## config.mk

```make
export PLATFORM = sky130hd
export DESIGN_NAME = round_robin_run_queue_core
export DESIGN_NICKNAME = d
export VERILOG_FILES = /design/src/hdl/rrrq_pkg.sv /design/src/hdl/rrrq_ram.sv /design/src/hdl/rrrq_ctrl.sv /design/src/hdl/rrrq_dpath.sv /design/src/hdl/round_robin_run_queue_core.sv
export VERILOG_INCLUDE_DIRS = /design/src /design/src/hdl
export SDC_FILE = /design/constraint.sdc
export NUM_CORES = 2
export LEC_CHECK = 0
export BUFFER_PORTS_ARGS = -buffer_cell sky130_fd_sc_hd__buf_4
export CAP_MARGIN = 30
export CORE_MARGIN = 1
export CORE_UTILIZATION = 35
export DETAILED_ROUTE_END_ITERATION = 16
export GPL_TIMING_DRIVEN = 0
export HOLD_SLACK_MARGIN = 0.15
export PLACE_DENSITY = 0.51
export SYNTH_ARGS = -nofsm -noshare
export SYNTH_HDL_FRONTEND = slang
export SYNTH_SLANG_ARGS = --single-unit
export TNS_END_PERCENT = 1
```

## constraint.sdc

```tcl
create_clock -name i_clk -period 4.44 [get_ports i_clk]
set_input_delay 0.666 -clock i_clk [delete_from_list [all_inputs] [get_ports i_clk]]
set_output_delay 0.666 -clock i_clk [all_outputs]
set_load 0.02 [all_outputs]
```

## src/hdl/round_robin_run_queue_core_defines.svh

```systemverilog
// ----------------------------------------------------------------------------
// Round-robin run queue assertion macros
// Property check helpers for simulation; empty when synthesizing.
// ----------------------------------------------------------------------------
`ifndef ROUND_ROBIN_RUN_QUEUE_CORE_DEFINES_SVH
`define ROUND_ROBIN_RUN_QUEUE_CORE_DEFINES_SVH

`ifndef SYNTHESIS
`define RRRQ_ASSERT(label, clk, rst_n, prop, msg) \
    label: assert property (@(posedge clk) disable iff (!rst_n) prop) else $error(msg);
`define RRRQ_ASSERT_NEXT(label, clk, rst_n, ante, cons, msg) \
    label: assert property (@(posedge clk) disable iff (!rst_n) ante |=> cons) else $error(msg);
`else
`define RRRQ_ASSERT(label, clk, rst_n, prop, msg)
`define RRRQ_ASSERT_NEXT(label, clk, rst_n, ante, cons, msg)
`endif

`endif

```

## src/hdl/rrrq_pkg.sv

```systemverilog
// ----------------------------------------------------------------------------
// Round-robin run queue package
// Field widths, operation codes, state codes and control structures.
// ----------------------------------------------------------------------------
`timescale 1ns / 1ps

package rrrq_pkg;

    localparam int OP_W        = 2;
    localparam int ID_W        = 6;
    localparam int CNT_W       = 7;
    localparam int IN_DATA_W   = 8;
    localparam int OUT_DATA_W  = 16;
    localparam int ID_SPAN     = 2 ** ID_W;
    localparam int THREADS_DEF = 64;

    typedef enum logic [OP_W-1:0] {
        OP_ENQUEUE = 2'd0,
        OP_DEQUEUE = 2'd1,
        OP_TICK    = 2'd2
    } t_op;

    typedef enum logic [2:0] {
        S_IDLE,
        S_DECODE,
        S_TICK_POP,
        S_UNLINK,
        S_DONE
    } t_state;

    typedef struct packed {
        logic capture;
        logic append;
        logic append_run;
        logic clr_nrq;
        logic set_nrq;
        logic read_links;
        logic read_head;
        logic unlink;
        logic clear_run;
        logic set_run;
        logic load_out;
    } t_cmd;

    typedef struct packed {
        t_op  op;
        logic id_ok;
        logic req_running;
        logic req_queued;
        logic run_requeue;
        logic queue_empty;
        logic out_busy;
    } t_status;

endpackage

```

## src/hdl/rrrq_ram.sv

```systemverilog
// ----------------------------------------------------------------------------
// Generic RAM
// One write port and one read port with registered read data.
// ----------------------------------------------------------------------------
`timescale 1ns / 1ps

module rrrq_ram #(
    parameter int WIDTH = rrrq_pkg::ID_W,
    parameter int DEPTH = rrrq_pkg::THREADS_DEF
) (
    input  logic                     i_clk,
    input  logic                     i_we,
    input  logic [$clog2(DEPTH)-1:0] i_waddr,
    input  logic [WIDTH-1:0]         i_wdata,
    input  logic [$clog2(DEPTH)-1:0] i_raddr,
    output logic [WIDTH-1:0]         o_rdata
);

    logic [WIDTH-1:0] r_mem [DEPTH];
    logic [WIDTH-1:0] r_rdata;

    always_ff @(posedge i_clk) begin
        if (i_we) begin
            r_mem[i_waddr] <= i_wdata;
        end
        r_rdata <= r_mem[i_raddr];
    end

    assign o_rdata = r_rdata;

endmodule

```

## src/hdl/rrrq_ctrl.sv

```systemverilog
// ----------------------------------------------------------------------------
// Round-robin run queue controller
// Sequences each item through decode, link read, unlink and result load.
// ----------------------------------------------------------------------------
`timescale 1ns / 1ps

module rrrq_ctrl (
    input  logic              i_clk,
    input  logic              i_rst_n,
    input  logic              i_in_valid,
    output logic              o_in_ready,
    input  rrrq_pkg::t_status i_status,
    output rrrq_pkg::t_cmd    o_cmd
);

    rrrq_pkg::t_state r_state;
    rrrq_pkg::t_state n_state;

    always_ff @(posedge i_clk) begin
        if (!i_rst_n) begin
            r_state <= rrrq_pkg::S_IDLE;
        end else begin
            r_state <= n_state;
        end
    end

    always_comb begin
        n_state = r_state;
        unique case (r_state)
            rrrq_pkg::S_IDLE: begin
                if (i_in_valid) begin
                    n_state = rrrq_pkg::S_DECODE;
                end
            end
            rrrq_pkg::S_DECODE: begin
                n_state = rrrq_pkg::S_DONE;
                case (i_status.op)
                    rrrq_pkg::OP_DEQUEUE: begin
                        if (i_status.id_ok && !i_status.req_running && i_status.req_queued) begin
                            n_state = rrrq_pkg::S_UNLINK;
                        end
                    end
                    rrrq_pkg::OP_TICK: begin
                        n_state = rrrq_pkg::S_TICK_POP;
                    end
                    default: begin
                        n_state = rrrq_pkg::S_DONE;
                    end
                endcase
            end
            rrrq_pkg::S_TICK_POP: begin
                n_state = i_status.queue_empty ? rrrq_pkg::S_DONE : rrrq_pkg::S_UNLINK;
            end
            rrrq_pkg::S_UNLINK: begin
                n_state = rrrq_pkg::S_DONE;
            end
            rrrq_pkg::S_DONE: begin
                if (!i_status.out_busy) begin
                    n_state = rrrq_pkg::S_IDLE;
                end
            end
            default: begin
                n_state = rrrq_pkg::S_IDLE;
            end
        endcase
    end

    always_comb begin
        o_cmd      = '0;
        o_in_ready = 1'b0;
        unique case (r_state)
            rrrq_pkg::S_IDLE: begin
                o_in_ready  = 1'b1;
                o_cmd.capture = i_in_valid;
            end
            rrrq_pkg::S_DECODE: begin
                case (i_status.op)
                    rrrq_pkg::OP_ENQUEUE: begin
                        if (i_status.id_ok) begin
                            o_cmd.clr_nrq = i_status.req_running || !i_status.req_queued;
                            o_cmd.append  = !i_status.req_running && !i_status.req_queued;
                        end
                    end
                    rrrq_pkg::OP_DEQUEUE: begin
                        if (i_status.id_ok) begin
                            o_cmd.set_nrq    = i_status.req_running;
                            o_cmd.read_links = !i_status.req_running && i_status.req_queued;
                        end
                    end
                    rrrq_pkg::OP_TICK: begin
                        o_cmd.append     = i_status.run_requeue;
                        o_cmd.append_run = i_status.run_requeue;
                        o_cmd.clear_run  = 1'b1;
                    end
                    default: begin
                        o_cmd = '0;
                    end
                endcase
            end
            rrrq_pkg::S_TICK_POP: begin
                o_cmd.read_links = !i_status.queue_empty;
                o_cmd.read_head  = !i_status.queue_empty;
            end
            rrrq_pkg::S_UNLINK: begin
                o_cmd.unlink  = 1'b1;
                o_cmd.set_run = (i_status.op == rrrq_pkg::OP_TICK);
            end
            rrrq_pkg::S_DONE: begin
                o_cmd.load_out = !i_status.out_busy;
            end
            default: begin
                o_cmd = '0;
            end
        endcase
    end

endmodule

```

## src/hdl/rrrq_dpath.sv

```systemverilog
// ----------------------------------------------------------------------------
// Round-robin run queue datapath
// Link memories, queue marks, head and tail pointers, running thread and
// the result register.
// ----------------------------------------------------------------------------
`timescale 1ns / 1ps
`include "round_robin_run_queue_core_defines.svh"

module rrrq_dpath #(
    parameter int THREADS = rrrq_pkg::THREADS_DEF
) (
    input  logic                              i_clk,
    input  logic                              i_rst_n,
    input  rrrq_pkg::t_cmd                    i_cmd,
    input  logic [rrrq_pkg::IN_DATA_W-1:0]    i_in_data,
    input  logic                              i_out_ready,
    output rrrq_pkg::t_status                 o_status,
    output logic                              o_out_valid,
    output logic [rrrq_pkg::OUT_DATA_W-1:0]   o_out_data
);

    localparam int SLOTS = (THREADS < rrrq_pkg::ID_SPAN) ? THREADS : rrrq_pkg::ID_SPAN;
    localparam int IW    = $clog2(SLOTS);
    localparam int CW    = $clog2(SLOTS + 1);

    logic [rrrq_pkg::OP_W-1:0] r_op;
    logic [IW-1:0]             r_id;
    logic                      r_id_ok;
    logic [IW-1:0]             r_victim;
    logic [IW-1:0]             r_head;
    logic [IW-1:0]             n_head;
    logic [IW-1:0]             r_tail;
    logic [IW-1:0]             n_tail;
    logic [CW-1:0]             r_len;
    logic [CW-1:0]             n_len;
    logic [IW-1:0]             r_run_id;
    logic [IW-1:0]             n_run_id;
    logic                      r_run_flag;
    logic                      n_run_flag;
    logic [SLOTS-1:0]          r_queued;
    logic [SLOTS-1:0]          r_nrq;
    logic                      r_out_valid;
    logic [rrrq_pkg::OUT_DATA_W-1:0] r_out_data;

    logic [rrrq_pkg::ID_W-1:0] in_id;
    logic [IW-1:0]             app_id;
    logic [IW-1:0]             rd_addr;
    logic [IW-1:0]             next_rd;
    logic [IW-1:0]             prev_rd;
    logic                      next_we;
    logic [IW-1:0]             next_waddr;
    logic [IW-1:0]             next_wdata;
    logic                      prev_we;
    logic [IW-1:0]             prev_waddr;
    logic [IW-1:0]             prev_wdata;
    logic                      is_head;
    logic                      is_tail;

    assign in_id   = i_in_data[rrrq_pkg::OP_W +: rrrq_pkg::ID_W];
    assign app_id  = i_cmd.append_run ? r_run_id : r_id;
    assign rd_addr = i_cmd.read_head ? r_head : r_id;
    assign is_head = (r_victim == r_head);
    assign is_tail = (r_victim == r_tail);

    always_ff @(posedge i_clk) begin
        if (i_cmd.capture) begin
            r_op    <= i_in_data[rrrq_pkg::OP_W-1:0];
            r_id    <= IW'(in_id);
            r_id_ok <= (int'(in_id) < THREADS);
        end
        if (i_cmd.read_links) begin
            r_victim <= rd_addr;
        end
    end

    always_comb begin
        n_head     = r_head;
        n_tail     = r_tail;
        n_len      = r_len;
        n_run_id   = r_run_id;
        n_run_flag = r_run_flag;
        next_we    = 1'b0;
        next_waddr = r_tail;
        next_wdata = app_id;
        prev_we    = 1'b0;
        prev_waddr = app_id;
        prev_wdata = r_tail;
        if (i_cmd.append) begin
            if (r_len == '0) begin
                n_head = app_id;
            end else begin
                next_we = 1'b1;
                prev_we = 1'b1;
            end
            n_tail = app_id;
            n_len  = r_len + CW'(1);
        end
        if (i_cmd.unlink) begin
            if (is_head && is_tail) begin
                n_head = '0;
                n_tail = '0;
            end else if (is_head) begin
                n_head = next_rd;
            end else if (is_tail) begin
                n_tail = prev_rd;
            end else begin
                next_we    = 1'b1;
                next_waddr = prev_rd;
                next_wdata = next_rd;
                prev_we    = 1'b1;
                prev_waddr = next_rd;
                prev_wdata = prev_rd;
            end
            if (r_len != '0) begin
                n_len = r_len - CW'(1);
            end
        end
        if (i_cmd.clear_run) begin
            n_run_id   = '0;
            n_run_flag = 1'b0;
        end
        if (i_cmd.set_run) begin
            n_run_id   = r_victim;
            n_run_flag = 1'b1;
        end
    end

    always_ff @(posedge i_clk) begin
        if (!i_rst_n) begin
            r_head     <= '0;
            r_tail     <= '0;
            r_len      <= '0;
            r_run_id   <= '0;
            r_run_flag <= 1'b0;
            r_queued   <= '0;
            r_nrq      <= '0;
        end else begin
            r_head     <= n_head;
            r_tail     <= n_tail;
            r_len      <= n_len;
            r_run_id   <= n_run_id;
            r_run_flag <= n_run_flag;
            if (i_cmd.append) begin
                r_queued[app_id] <= 1'b1;
            end
            if (i_cmd.unlink) begin
                r_queued[r_victim] <= 1'b0;
            end
            if (i_cmd.clr_nrq) begin
                r_nrq[r_id] <= 1'b0;
            end
            if (i_cmd.set_nrq) begin
                r_nrq[r_id] <= 1'b1;
            end
        end
    end

    rrrq_ram #(
        .WIDTH (IW),
        .DEPTH (SLOTS)
    ) u_next_ram (
        .i_clk   (i_clk),
        .i_we    (next_we),
        .i_waddr (next_waddr),
        .i_wdata (next_wdata),
        .i_raddr (rd_addr),
        .o_rdata (next_rd)
    );

    rrrq_ram #(
        .WIDTH (IW),
        .DEPTH (SLOTS)
    ) u_prev_ram (
        .i_clk   (i_clk),
        .i_we    (prev_we),
        .i_waddr (prev_waddr),
        .i_wdata (prev_wdata),
        .i_raddr (rd_addr),
        .o_rdata (prev_rd)
    );

    always_ff @(posedge i_clk) begin
        if (!i_rst_n) begin
            r_out_valid <= 1'b0;
        end else if (i_cmd.load_out) begin
            r_out_valid <= 1'b1;
        end else if (i_out_ready) begin
            r_out_valid <= 1'b0;
        end
    end

    always_ff @(posedge i_clk) begin
        if (i_cmd.load_out) begin
            r_out_data <= {{(rrrq_pkg::OUT_DATA_W - rrrq_pkg::CNT_W - 1 - rrrq_pkg::ID_W){1'b0}},
                           rrrq_pkg::CNT_W'(r_len), r_run_flag, rrrq_pkg::ID_W'(r_run_id)};
        end
    end

    assign o_out_valid = r_out_valid;
    assign o_out_data  = r_out_data;

    always_comb begin
        o_status             = '0;
        o_status.op          = rrrq_pkg::t_op'(r_op);
        o_status.id_ok       = r_id_ok;
        o_status.req_running = r_run_flag && (r_id == r_run_id);
        o_status.req_queued  = r_queued[r_id];
        o_status.run_requeue = r_run_flag && !r_nrq[r_run_id] && !r_queued[r_run_id];
        o_status.queue_empty = (r_len == '0);
        o_status.out_busy    = r_out_valid && !i_out_ready;
    end

    `RRRQ_ASSERT(a_len_matches_marks, i_clk, i_rst_n, ($countones(r_queued) == int'(r_len)), "queue length differs from number of queued marks")
    `RRRQ_ASSERT(a_running_not_queued, i_clk, i_rst_n, (r_run_flag |-> !r_queued[r_run_id]), "running thread is also in the ready queue")
    `RRRQ_ASSERT(a_unlink_queued, i_clk, i_rst_n, (i_cmd.unlink |-> r_queued[r_victim]), "unlink of a thread that is not queued")
    `RRRQ_ASSERT_NEXT(a_append_grows, i_clk, i_rst_n, i_cmd.append, (r_len == CW'($past(r_len) + CW'(1))), "append did not grow the queue by one")

endmodule

```

## src/hdl/round_robin_run_queue_core.sv

```systemverilog
// ----------------------------------------------------------------------------
// Round-robin run queue core
// Ready queue of thread ids kept as a doubly linked list, with one running
// thread and a reschedule tick.
// ----------------------------------------------------------------------------
// Each input item returns exactly one result item with the state after the
// operation. An enqueue goes through decode and result load; a dequeue that
// removes a waiting thread adds the unlink, and a reschedule tick that starts
// a new thread adds a head pop and the unlink: the registered read of the
// link memories followed by the unlink write-back. A new item is taken while
// the previous result still waits in the output register. Only thread ids
// below THREADS (and below 64) take effect; others return the state.
`timescale 1ns / 1ps

module round_robin_run_queue_core #(
    parameter int THREADS = rrrq_pkg::THREADS_DEF
) (
    input  logic                            i_clk,
    input  logic                            i_rst_n,
    input  logic                            i_s_axis_tvalid,
    output logic                            o_s_axis_tready,
    // operation [1:0], thread_id [7:2]
    input  logic [rrrq_pkg::IN_DATA_W-1:0]  i_s_axis_tdata,
    output logic                            o_m_axis_tvalid,
    input  logic                            i_m_axis_tready,
    // running_id [5:0], running_valid [6], waiting_count [13:7], zero [15:14]
    output logic [rrrq_pkg::OUT_DATA_W-1:0] o_m_axis_tdata
);

    rrrq_pkg::t_cmd    cmd;
    rrrq_pkg::t_status status;

    rrrq_ctrl u_ctrl (
        .i_clk      (i_clk),
        .i_rst_n    (i_rst_n),
        .i_in_valid (i_s_axis_tvalid),
        .o_in_ready (o_s_axis_tready),
        .i_status   (status),
        .o_cmd      (cmd)
    );

    rrrq_dpath #(
        .THREADS (THREADS)
    ) u_dpath (
        .i_clk       (i_clk),
        .i_rst_n     (i_rst_n),
        .i_cmd       (cmd),
        .i_in_data   (i_s_axis_tdata),
        .i_out_ready (i_m_axis_tready),
        .o_status    (status),
        .o_out_valid (o_m_axis_tvalid),
        .o_out_data  (o_m_axis_tdata)
    );

endmodule
```

# --- Word level (Yosys, flattened, before mapping) ---
# Memory sizes are Yosys's and may differ from the RTL's. A register that Yosys moved wholly into a read port is not among the register bits.
# Index checks and enable logic that the tools add are counted.
totals:
  reg_bits: 186
  mem_bits_rw: 768
  in_bits: 12
  n_memories: 2
op_classes:
  n_addsub: 2
  magnitude_cmp: 7
  eq_ne: 11
  muxes: 74
  bitwise_logic: 6
  n_reduce_logical: 25
mem_list:
  columns: ["memory", "words", "word_bits", "read_ports", "rd_ports_with_merged_regs", "wr", "line", "source"]
  rows:
  - ["u_dpath.u_next_ram.r_mem", 64, 6, 1, 1, 1, "rrrq_ram.sv:19", "logic [WIDTH-1:0] r_mem [DEPTH];"]
  - ["u_dpath.u_prev_ram.r_mem", 64, 6, 1, 1, 1, "rrrq_ram.sv:19", null]
ops:
  columns: ["op", "n"]
  rows:
  - ["2-to-1 mux 64 bit", 6]
  - ["2-to-1 mux 6 bit", 22]
  - ["AND 64 bit", 2]
  - ["inverter 64 bit", 2]
  - ["bitwise OR 64 bit", 2]
  - ["less-than comparator 6 x 7 -> 1 bit (second input constant)", 4]
  - ["2-to-1 mux 1 bit", 27]
  - ["2-to-1 mux 7 bit", 3]
  - ["binary-select mux 1 bit (select 6 bit)", 3]
  - ["demux 1 bit (select 6 bit)", 3]
  - ["equality test 6 bit", 3]
  - [">= comparator 6 x 1 -> 1 bit (second input constant)", 3]
  - ["one-hot mux 3 bit (5 select lines)", 1]
  - ["2-to-1 mux 3 bit", 4]
  - ["logical AND 1 bit", 10]
  - ["adder 7 x 1 -> 7 bit (second input constant)", 1]
  - ["zero test 1 bit", 7]
  - ["zero test 7 bit", 1]
  - ["nonzero test 7 bit", 1]
  - ["subtractor 7 x 1 -> 7 bit (second input constant)", 1]
  - ["equality test 3 x 2 -> 1 bit (second input constant)", 2]
  - ["one-hot mux 3 bit (2 select lines)", 1]
  - ["2-to-1 mux 4 bit", 1]
  - ["inequality test 2 bit (second input constant)", 2]
  - ["12 further kinds", 13]

# --- Depth between registers and ports, before layout ---
depth:
  depth_word: 17
  depth_mapped: 14

# --- Cells and area by module ---
# Synthesis repeated with hierarchy kept, for this count alone.
unflattened:
  cells_unflattened: 2612
  area_unflattened_um2: 40020.9
by_module_without_submodules:
  columns: ["mod", "n_inst", "cells_each", "area_per_inst_um2", "seq_area_each_um2"]
  rows:
  - ["rrrq_ram", 2, 720, 15225.9, 11651.2]
  - ["rrrq_dpath", 1, 1129, 9257.6, 3943.8]
  - ["rrrq_ctrl", 1, 43, 311.5, 60.1]

# --- Worst setup path before layout ---
# No wires, ideal clock.
synth_timing:
  kind: "register to register"
  from: "reg u_dpath.r_op[0] (netlist bit)"
  to: "mem u_dpath.u_prev_ram.r_mem[25][0] (netlist bit) (enable)"
  setup_time_ns: 0.386
  t_arrival_ns: 4.349
  required_ns: 4.054
  path_slack_ns: -0.295
  path_stages_with_launch: 14
  n_path_buf: 1
  path_cell_list: "edfxtp_1 inv_1 ha_1 and3b_1 nand2_1 nor4_1 a32oi_2 o31ai_4 o21ai_0 a21o_2 inv_1 buf_1 nand2_1 nor4_1"
synth_between:
  word_cells_on_any_way: 17
  cone_classes: "eq/ne (1); mux (15); reduce/logical (1)"
synth_rtl:
  columns: ["item", "line", "source"]
  rows:
  - ["from (decl)", "rrrq_dpath.sv:26", "logic [rrrq_pkg::OP_W-1:0] r_op;"]
  - ["from (signal assigned)", "rrrq_dpath.sv:67", "r_op <= i_in_data[rrrq_pkg::OP_W-1:0];"]
  - ["equality test 2 bit *", "rrrq_ctrl.sv:77", "case (i_status.op)"]
  - ["2-to-1 mux 1 bit *", "rrrq_ctrl.sv:77", null]
  - ["2-to-1 mux 4 bit *", "rrrq_ctrl.sv:71", "unique case (r_state)"]
  - ["2-to-1 mux 6 bit *", "rrrq_dpath.sv:60", "assign app_id = i_cmd.append_run ? r_run_id : r_id;"]
  - ["2-to-1 mux 6 bit (3 in a row)", null, null]
  - ["2-to-1 mux 6 bit *", null, null]
  - ["via u_dpath.next_wdata[4]", "rrrq_dpath.sv:52", "logic [IW-1:0] next_wdata;"]
  - ["to (decl)", "rrrq_ram.sv:19", null]
# The timed path passes the listed nets; every way through them passes the cells marked *.

# --- Final worst setup path ---
layout_timing:
  from: "reg u_dpath.r_run_id[0]"
  to: "mem u_dpath.u_prev_ram.r_mem[4][3] (netlist bit) (enable)"
layout_between:
  word_cells_on_any_way: 27
  cone_classes: "eq/ne (1); mux (19); reduce/logical (7)"
layout_rtl:
  columns: ["item", "line", "source"]
  rows:
  - ["from (decl)", "rrrq_dpath.sv:36", "logic [IW-1:0] r_run_id;"]
  - ["from (signal assigned)", "rrrq_dpath.sv:141", "r_run_id <= n_run_id;"]
  - ["binary-select mux 1 bit (select 6 bit)", "rrrq_dpath.sv:208", "o_status.run_requeue = r_run_flag && !r_nrq[r_run_id] && !r_queued[r_run_id];"]
  - ["2-to-1 mux 1 bit (not written as such)", "rrrq_dpath.sv:208", null]
  - ["zero test 1 bit", "rrrq_dpath.sv:208", null]
  - ["logical AND 1 bit", "rrrq_dpath.sv:208", null]
  - ["logical AND 1 bit *", "rrrq_dpath.sv:208", null]
  - ["2-to-1 mux 1 bit *", "rrrq_ctrl.sv:77", null]
  - ["2-to-1 mux 4 bit *", "rrrq_ctrl.sv:71", null]
  - ["2-to-1 mux 6 bit *", "rrrq_dpath.sv:60", null]
  - ["2-to-1 mux 6 bit (3 in a row)", null, null]
  - ["2-to-1 mux 6 bit *", null, null]
  - ["via u_dpath.next_wdata[5]", "rrrq_dpath.sv:52", null]
# The timed path passes the listed nets; every way through them passes the cells marked *. The select of a mux whose other input is x is not followed.

==> flow_summary.yaml <==
run_status:
  status: "finished with violations"
  violations: "negative setup slack"
routing:
  postRouteAntennaNets: 0
  drtPass1Iterations: 5
  drc: 0
  via_per_inst: 5.64
  drt_iter0_markers: 3528
  drt-wirelength-per-cell_um: 27.4
  drt_wl_total_um: 150000
  vias: 30800
logic_synthesis:
  synth_seq_area_share: 0.664
  netlist_area_um2: 41100
  synthTopCellsByCount: "nand2_1 (892), edfxtp_1 (796), nor2_1 (254), a31oi_1 (223), and3_1 (203)"
  synth-edff-count: 796
  yosys.area.top_type_share: 0.582
  yosysUniqueCellTypes: 86
  yosysWarnings: 0
  synthCells: 3642
  yosysTopAreaCell: "edfxtp_1"
  synth_seq_cells: 966
  synth_area_leaders: "edfxtp_1 (58%), dfxtp_1 (8.3%), nand2_1 (8.1%)"
  yosysMostFrequentCell: "nand2_1"
  synth_flop_cell: "edfxtp_1"
  synthArstFlopShare: 0
  avgSynthCellArea_um2: 11.3
timing:
  worst_slew_pin_slew_ns: 1.01
  hold_viol: 0
  drv_slew: 0
  fin_crit_ns: 4.52
  finalSetupViolCount: 8
  fin_skew_ns: 0.0632
  worst_slack_ns: -0.0766
  final.period_utilization: 1.02
  max_freq_mhz: 221
  max-slew-margin-rel: 0.326
  rsz0062_at_grt: "true"
setup_path:
  required_ns: 4.85
  worst-path-buf-inv: 6
  critPathArrivalTime_ns: 4.93
  crit_type: "flip-flop to flip-flop"
  crit_path_cell_trace: "clkbuf_4 -> nor3b_1 -> nor2_1 -> o41ai_1 -> a22oi_2 -> o31a_4 -> a21oi_4 -> a21o_1 -> inv_1 -> buf_4 -> buf_6 -> buf_16 -> nor4_1 -> buf_2"
  timing.rr.start: "u_dpath.r_run_id[0]"
  end_kind: "flip-flop"
  max_stage_delay_ns: 0.51
  rrSetupSlack_ns: -0.08
  crit_fanout: 60
  reg2reg_depth: 14
  setup.worst_path.start_class: "flip-flop"
  r2r_end: "u_dpath.u_prev_ram.r_mem[4][3]"
  cp_slowest_cell: "o41ai_1"
  critPathTopFamily: "compound AO/OA/AOI/OAI gates"
placement:
  hpwlAfterDp_um: 102000
  gp_congestion: 0.987
  dpl_cell_area_um2: 43700
  place_ws_ns: -1.75
  port_buffers: 26
die:
  start_util: 0.353
  die_h_um: 345
  fp.dieW_um: 345
  io_pins: 30
  rows: 125
  core_um2: 116000
  fp.dieArea_um2: 119000
final_layout:
  final_cell_area_um2: 49000
  layout.nets: 3867
  drive_gt1_frac: 0.155
  fin_util: 0.421
  syn_to_final_growth_pct: 19.3
min_path:
  min_path_cells: 3
  min_from: "i_m_axis_tready"
  hold_end: "u_dpath.o_out_valid"
  hp-class: "primary input to flip-flop"
global_routing:
  top_usage_layer: "met2"
  grt_use_total: 0.249
  grt_start_max_net_pins: 74
  met1_usage: 0.351
  grt_pass1_vias: 29200
  met2_usage: 0.383
  overflow: 0
  grt_util_met3: 0.0314
  grt_pass1_wl_um: 212000
  antenna_found_initial: 3
power_and_ir_drop:
  power_density_nw_per_um2: 416
  total_power_mw: 20.4
  irDropWorstVdd_mv: 0.302
  leakagePower_nw: 16.7
flow_run:
  drv_cap: 0
clock_network:
  cts_sinks: 966
  clk-insertion-delay-late_ns: 0.72
  h-tree-depth: 3
  cts_tree: "built"
  numCtsBuffers: 106
  clk_pin_slew_ns: 0.06
  cts-root-buf: "clkbuf_16"
  ctsLongestPathBuffers: 3
[placed cells by master, fill, tap and decap left out, types with 11 or more instances in the layout]
cell type	netlist	final
clkbuf_16	0	111
edfxtp_1	796	796
nand3_1	43	29
o22ai_1	105	105
a21boi_0	66	66
o21a_1	12	12
and3_1	203	202
xor2_1	11	11
mux2_2	18	18
a21oi_1	58	56
nor3_1	53	33
a22oi_1	12	11
mux2i_1	21	19
nor4_4	0	13
nor2_2	1	39
buf_4	9	76
a211oi_1	14	12
dfxtp_1	170	167
clkbuf_1	152	147
a31oi_1	223	222
buf_6	3	13
nor2_1	254	159
nor3b_1	18	15
inv_1	25	18
or3_1	16	13
clkinv_1	0	24
o21ai_0	144	142
nor2_4	0	57
nand2b_1	14	13
and2_1	12	12
nor4_1	49	30
nand3_4	0	13
buf_2	71	75
clkinv_2	0	15
nand2_1	892	886
nor3_4	0	14
nor2b_1	18	18
clkbuf_2	0	14
[where the power goes]
group          switching (mW)  internal (mW)
Sequential             0.0396           9.83
Clock                    3.77           5.10
Combinational            1.19          0.444
[worst reg2reg max path, stage by stage, from the launching register on]
cell	delay (ns)
dfxtp_2	0.41
clkbuf_4	0.24
nor3b_1	0.29
nor2_1	0.09
o41ai_1	0.51
a22oi_2	0.21
o31a_4	0.44
a21oi_4	0.23
a21o_1	0.28
inv_1	0.09
buf_4	0.23
buf_6	0.21
buf_16	0.20
nor4_1	0.52
buf_2	0.25
[layout make-up]
class	count	area [um2]
Antenna cell	1	2.50
Buffer	237	1170
Clock buffer	132	2860
Clock inverter	63	617
Fill cell	11100	67300
Inverter	28	169
Multi-Input combinational cell	2404	13900
Sequential cell	966	27300
Tap cell	1524	1910
Timing Repair Buffer	107	1030
[kinds of logic after synthesis]
| group | after synthesis | share of synthesized area |
|---|---|---|
| simple gates | 1620 | 0.177 |
| compound gates | 711 | 0.111 |
| mux | 45 | 0.0131 |
| flops | 966 | 0.664 |
| buf+inv | 273 | 0.0285 |
| xor+xnor | 21 | 0.00448 |
| other cells | 1 | 0.0000912 |
| fa+ha+maj | 5 | 0.00152 |
[timing repair]
action | in CTS | in global routing
resized for setup | 276 | 72
cloned | 2 | 1
hold endpoints to repair | 8 | 0
pin swaps | 16 | 21
setup buffers | 18 | 10
hold buffers | 8 | 0
endpoints found under the setup margin | 872 | 729
[routing by layer]
metal / vias to the layer above / wire length [um]
met5: - / 0
met4: 0 / 7950
met3: 302 / 9690
met2: 1271 / 66800
met1: 15400 / 65200
li1: 13800 / -
[worst max-delay path by stage]
stage | start | end | slack, ns | depth (start not counted)
floorplan | u_dpath.r_op[0] | u_dpath.u_prev_ram.r_mem[7][0] | 0.13 | 12
global placement | u_dpath.r_run_id[4] | u_dpath.u_prev_ram.r_mem[51][0] | -3.73 | 11
detailed placement | u_dpath.r_run_id[0] | u_dpath.u_prev_ram.r_mem[30][5] | -1.75 | 13
CTS | u_dpath.r_run_id[0] | u_dpath.u_prev_ram.r_mem[7][5] | -0.14 | 16
global route | u_dpath.r_len[0] | u_dpath.u_next_ram.o_rdata[4] | -0.13 | 14
finish | u_dpath.r_run_id[0] | u_dpath.u_prev_ram.r_mem[4][3] | -0.08 | 14
[through the flow]
| step | TNS [ns] | hold WS (ns) | instances |
|---|---|---|---|
| after CTS | -4.49 | 0.314 | 5451 |
| after detailed placement | -673.55 | 0.415 | 5234 |
| after floorplan | 0 | 0.406 | 3643 |
| final | -0.421 | 0.346 | 5462 |
| after global routing | -3.78 | 0.383 | 5461 |
| after global placement | -2410.95 | 0.414 | 5193 |
[sequential cells by signal, indices dropped and copies added, names as in the netlist, 2 cells and up]
name / flops
u_ctrl.r_state: 3
u_dpath.o_out_data: 14
u_dpath.r_head: 6
u_dpath.r_id: 6
u_dpath.r_len: 7
u_dpath.r_nrq: 64
u_dpath.r_op: 2
u_dpath.r_queued: 64
u_dpath.r_run_id: 6
u_dpath.r_tail: 6
u_dpath.r_victim: 6
u_dpath.u_next_ram.o_rdata: 6
u_dpath.u_next_ram.r_mem: 384
u_dpath.u_prev_ram.o_rdata: 6
u_dpath.u_prev_ram.r_mem: 384
Power figures use the tool's default switching activity.
